**config.mk**
```make
export PLATFORM = sky130hd
export DESIGN_NAME = skts_ctrl
export DESIGN_NICKNAME = d
export VERILOG_FILES = /design/src/sv/skts_pkg.sv /design/src/sv/skts_ctrl.sv
export SDC_FILE = /design/constraint.sdc
export NUM_CORES = 1
export LEC_CHECK = 0
export ABC_AREA = 0
export BUFFER_PORTS_ARGS = -buffer_cell sky130_fd_sc_hd__buf_4
export CAP_MARGIN = 20
export CORE_AREA = 5 5 42 44
export DETAILED_ROUTE_END_ITERATION = 10
export DIE_AREA = 0 0 47 49
export GPL_TIMING_DRIVEN = 0
export PLACE_DENSITY = 0.63
export SYNTH_ARGS = -nofsm -noshare
export SYNTH_HDL_FRONTEND = slang
export SYNTH_SLANG_ARGS = --single-unit
```
**constraint.sdc**
```tcl
create_clock -name i_clk -period 1.2 [get_ports i_clk]
set_input_delay 0.12 -clock i_clk [delete_from_list [all_inputs] [get_ports i_clk]]
set_output_delay 0.12 -clock i_clk [all_outputs]
set_load 0.02 [all_outputs]
```
**src/sv/skts_pkg.sv**
```systemverilog
// shared constants, codes and controller/datapath types for the sorted key table seek core
package skts_pkg;

    localparam int TABLE_DEPTH = 1024;
    localparam int KEY_WIDTH   = 64;
    localparam int ADDR_W      = $clog2(TABLE_DEPTH);
    localparam int CNT_W       = $clog2(TABLE_DEPTH + 1);
    localparam int ROW_W       = 10;
    localparam int PROBE_W     = 11;
    localparam int IN_KEY_W    = 64;
    localparam int SCAN_LIMIT  = 3;

    localparam logic [PROBE_W-1:0]   COUNT_MAX = '1;
    localparam logic [KEY_WIDTH-1:0] KEY_SIGN  = {1'b1, {(KEY_WIDTH-1){1'b0}}};

    typedef enum logic [1:0] {
        ACT_CLEAR  = 2'd0,
        ACT_APPEND = 2'd1,
        ACT_SEARCH = 2'd2
    } t_action;

    typedef enum logic [1:0] {
        ST_OK        = 2'd0,
        ST_NOT_FOUND = 2'd1,
        ST_FULL      = 2'd2
    } t_status;

    typedef enum logic [1:0] {
        CFG_SIGNED     = 2'd0,
        CFG_PERMISSIVE = 2'd1,
        CFG_SEQUENTIAL = 2'd2
    } t_cfg_index;

    typedef enum logic [1:0] {
        ROW_ZERO,
        ROW_APPEND,
        ROW_SCAN,
        ROW_HI
    } t_row_sel;

    typedef enum logic [2:0] {
        S_IDLE,
        S_EXEC,
        S_SEARCH,
        S_BIN_EVAL,
        S_SCAN_CHECK,
        S_SCAN_EVAL
    } t_state;

    typedef struct packed {
        logic     load;
        logic     clear_table;
        logic     append;
        logic     bin_latch;
        logic     bin_update;
        logic     scan_init;
        logic     scan_step;
        logic     addr_scan;
        logic     count_inc;
        logic     finish;
        t_status  res_status;
        t_row_sel res_row;
    } t_dp_cmd;

    typedef struct packed {
        t_action action;
        logic    table_full;
        logic    wide;
        logic    scan_end;
        logic    hi_at_end;
        logic    cmp_eq;
        logic    cmp_gt;
        logic    seq_mode;
        logic    permissive;
    } t_dp_stat;

endpackage

```
**src/sv/skts_ctrl.sv**
```systemverilog
// controller state machine sequencing clear, append and search transactions
module skts_ctrl (
    input  logic               i_clk,
    input  logic               i_rst_n,
    input  logic               i_start,
    input  skts_pkg::t_dp_stat i_stat,
    output skts_pkg::t_dp_cmd  o_cmd,
    output logic               o_busy
);

    skts_pkg::t_state r_state, n_state;

    always_ff @(posedge i_clk) begin
        if (!i_rst_n) begin
            r_state <= skts_pkg::S_IDLE;
        end else begin
            r_state <= n_state;
        end
    end

    always_comb begin
        n_state = r_state;
        o_cmd   = '0;

        case (r_state)
            skts_pkg::S_IDLE: begin
                if (i_start) begin
                    o_cmd.load = 1'b1;
                    n_state    = skts_pkg::S_EXEC;
                end
            end

            skts_pkg::S_EXEC: begin
                n_state = skts_pkg::S_IDLE;
                case (i_stat.action)
                    skts_pkg::ACT_CLEAR: begin
                        o_cmd.clear_table = 1'b1;
                        o_cmd.finish      = 1'b1;
                        o_cmd.res_status  = skts_pkg::ST_OK;
                        o_cmd.res_row     = skts_pkg::ROW_ZERO;
                    end
                    skts_pkg::ACT_APPEND: begin
                        o_cmd.finish = 1'b1;
                        if (i_stat.table_full) begin
                            o_cmd.res_status = skts_pkg::ST_FULL;
                            o_cmd.res_row    = skts_pkg::ROW_ZERO;
                        end else begin
                            o_cmd.append     = 1'b1;
                            o_cmd.res_status = skts_pkg::ST_OK;
                            o_cmd.res_row    = skts_pkg::ROW_APPEND;
                        end
                    end
                    skts_pkg::ACT_SEARCH: begin
                        n_state = skts_pkg::S_SEARCH;
                    end
                    default: begin
                        o_cmd.finish     = 1'b1;
                        o_cmd.res_status = skts_pkg::ST_NOT_FOUND;
                        o_cmd.res_row    = skts_pkg::ROW_ZERO;
                    end
                endcase
            end

            // ram is addressed at the midpoint here
            skts_pkg::S_SEARCH: begin
                if (!i_stat.seq_mode && i_stat.wide) begin
                    o_cmd.bin_latch = 1'b1;
                    n_state         = skts_pkg::S_BIN_EVAL;
                end else begin
                    o_cmd.scan_init = 1'b1;
                    n_state         = skts_pkg::S_SCAN_CHECK;
                end
            end

            skts_pkg::S_BIN_EVAL: begin
                o_cmd.bin_update = 1'b1;
                o_cmd.count_inc  = 1'b1;
                n_state          = skts_pkg::S_SEARCH;
            end

            skts_pkg::S_SCAN_CHECK: begin
                o_cmd.addr_scan = 1'b1;
                if (i_stat.scan_end) begin
                    o_cmd.finish = 1'b1;
                    n_state      = skts_pkg::S_IDLE;
                    if (i_stat.seq_mode || i_stat.hi_at_end) begin
                        o_cmd.res_status = skts_pkg::ST_NOT_FOUND;
                        o_cmd.res_row    = skts_pkg::ROW_ZERO;
                    end else begin
                        o_cmd.res_status = skts_pkg::ST_OK;
                        o_cmd.res_row    = skts_pkg::ROW_HI;
                    end
                end else begin
                    n_state = skts_pkg::S_SCAN_EVAL;
                end
            end

            skts_pkg::S_SCAN_EVAL: begin
                o_cmd.count_inc = 1'b1;
                o_cmd.addr_scan = 1'b1;
                if (i_stat.cmp_eq) begin
                    o_cmd.finish     = 1'b1;
                    o_cmd.res_status = skts_pkg::ST_OK;
                    o_cmd.res_row    = skts_pkg::ROW_SCAN;
                    n_state          = skts_pkg::S_IDLE;
                end else if (i_stat.cmp_gt && !i_stat.seq_mode) begin
                    o_cmd.finish = 1'b1;
                    n_state      = skts_pkg::S_IDLE;
                    if (i_stat.permissive) begin
                        o_cmd.res_status = skts_pkg::ST_OK;
                        o_cmd.res_row    = skts_pkg::ROW_SCAN;
                    end else begin
                        o_cmd.res_status = skts_pkg::ST_NOT_FOUND;
                        o_cmd.res_row    = skts_pkg::ROW_ZERO;
                    end
                end else begin
                    o_cmd.scan_step = 1'b1;
                    n_state         = skts_pkg::S_SCAN_CHECK;
                end
            end

            default: begin
                n_state = skts_pkg::S_IDLE;
            end
        endcase
    end

    assign o_busy = (r_state != skts_pkg::S_IDLE);

endmodule

```
==> impl_metrics.json <==
{
  "status": "complete, but fails checks",
  "synth_top_area_frac": 0.151,
  "portBuffers": 27,
  "avgSynthCellArea_sq_um": 7.35,
  "cts_root_buffer": "clkbuf_4",
  "cts_max_path_buffers": 2,
  "clock_latency_ps": 230,
  "h-tree-depth": 1,
  "cpMaxStageDelayCell": "or4b_4",
  "cts-buffers-inserted": 3,
  "yosysUniqueCellTypes": 32,
  "ys_seq_elements": 3,
  "ctsHoldBuffers": 0,
  "synth_edf_count": 0,
  "slew_headroom": 0.766,
  "timing.rr.start": "r_state[0]",
  "period_needed_ps": 1580,
  "crit_start": "r_state[2]",
  "cp.required_ps": 1080,
  "hold_viol_final": 0,
  "initial_core_util": 0.283,
  "fin_skew_ps": 1.65,
  "synthFlopType": "dfxtp_1",
  "overflow": 0,
  "grt_max_degree": 11,
  "yosysTopAreaCell": "dfxtp_1",
  "layout.nets": 110,
  "tightest_slew_ps": 351,
  "path_max_fanout": 3,
  "min_path_type": "in2reg",
  "min_from": "i_rst_n",
  "crit_path_max_incr_delay_ps": 510,
  "violations": "setup timing",
  "die_w_microns": 47,
  "antenna_found_initial": 0,
  "ios": 28,
  "drt_wl_total_microns": 1410,
  "drc_errors": 0,
  "fin_crit_sh": 1.32,
  "critPathArrivalTime_ps": 1460,
  "place_hpwl_microns": 989,
  "async_flop_share": 0,
  "reg_top3": "r_state (3)",
  "rsz0062_at_grt": "true",
  "cts_tree": "done",
  "tns_ps": -4530,
  "grt_pass1_vias": 559,
  "ant_nets": 0,
  "finalPower_uw": 508,
  "wl_per_cell_microns": 12.6,
  "syn2layout_area_growth_pct": 122,
  "max_freq_ghz": 0.633,
  "start_kind": "flip-flop",
  "synthTopCellsByArea": "dfxtp_1 (15%), and2b_1 (5.7%), nor2_1 (5.7%), nor2b_1 (4.7%), o2bb2ai_1 (4.4%)",
  "drv_cap": 0,
  "vias_per_cell": 4.99,
  "netlist_area_sq_um": 397,
  "synthCells": 54,
  "ys_seq_area_frac": 0.151,
  "ir_drop_mv": 0.639,
  "clk_pin_slew_worst_paths_ps": 40,
  "die-area_sq_um": 2300,
  "grt_pass1_wl_microns": 2300,
  "largest_reg_flops": 3,
  "gp_congestion": 0.714,
  "n_fill_cell": 141,
  "yosys_warnings": 0,
  "path_class": "reg2out",
  "path_buf_inv": 2,
  "cts.sinks": 3,
  "setup_violations": 18,
  "drt_pre_antenna_iters": 4,
  "dr_total_vias": 559,
  "fin_util": 0.628,
  "antenna_cells": 0,
  "rows": 14,
  "p_leak_uw": 0.000414,
  "largest_register": "r_state",
  "drt_iter0_drc": 8,
  "syn_nets": 67,
  "critPathTopFamily": "simple AND/OR/NAND/NOR gates",
  "die_height_microns": 49,
  "drive_gt1_frac": 0.698,
  "track_usage": 0.134,
  "path_cells": "buf_6 > nand2_4 > or4b_4 > o31ai_2 > buf_4",
  "core_area_sq_um": 1400,
  "cp-end-kind": "output port",
  "finalMaxSlewViolations": 0,
  "worst_slack_ps": -380,
  "power_density_nw_per_um2": 578
}
[tightest hold or removal path: stages]
cell and delay, ps:
buf_4 110, nand3_2 80, a21oi_2 30
[cells in the mapped netlist (2+ instances only)]
cell type and n:
nor2_1 6, a21oi_1 3, and2b_1 3, dfxtp_1 3, inv_1 3, nor2b_1 3
nand2_1 2, nand3b_1 2, nor3_1 2, nor3b_1 2, o21ai_0 2, o2bb2ai_1 2
o31ai_1 2
[cell type report]
class                   count  area [sq um]  share of cell area
plain buffers               3          36.3              0.0413
clock buffers               4          26.3              0.0299
inverters                   3          11.3              0.0128
multi-input cells          45           388               0.441
flip-flops and latches      3          66.3              0.0754
well taps                  16          20.0              0.0228
repair buffers             38           332               0.377
[power by group]
| part | switching [uW] | internal (uW) | total [uW] |
|---|---|---|---|
| clock network | 49.2 | 124 | 174 |
| logic | 103 | 121 | 224 |
| registers | 6.13 | 105 | 111 |
| total | 158 | 350 | 508 |
[final timing paths]
check               endpoint  slack, ps  cells past startpoint
hold reg to reg   r_state[0]        580                      3
hold / removal    r_state[0]        150                      3
setup reg to reg  r_state[2]       -190                      4
setup / recovery    o_cmd[0]       -380                      5
[cell usage in the layout (no fill, tap or decap), types with 3 or more instances in the layout]
cell type and n:
a21oi_2 3, buf_4 28, inv_1 3, nor2_4 3, buf_6 11, clkbuf_4 3
nor2b_1 3
[metal layers]
metal / share of wire / track usage
met3: 0.064 / 0.0258
met1: 0.39 / 0.149
met4: 0 / 0.0553
met2: 0.54 / 0.233
met5: 0 / 0
[repair_timing]
item / 4_1_cts / 5_1_grt
buffers inserted: 10 / 1
endpoints found under the setup margin: 15 / 18
pin swaps: 9 / 6
gates resized for setup: 22 / 4
[cell families (layout without fill, tap and decap cells)]
logic type / count (synthesis) / after routing / synth area share
AOI/OAI and AO/OA: 14 / 14 / 0.252
buffers and inverters: 6 / 48 / 0.0883
DFF: 3 / 3 / 0.151
and+or+nand+nor: 31 / 31 / 0.508
[through the flow]
step	worst slack (ps)	area (sq um)	hold slack [ps]	cells
detailed placement	-227	664	388	97
CTS	-395	856	142	111
global placement	-189	664	389	97
floorplan	-131	442	252	54
global route	-465	880	151	112
finish	-380	880	154	112
Note: power is estimated with default switching activity, not from simulation.
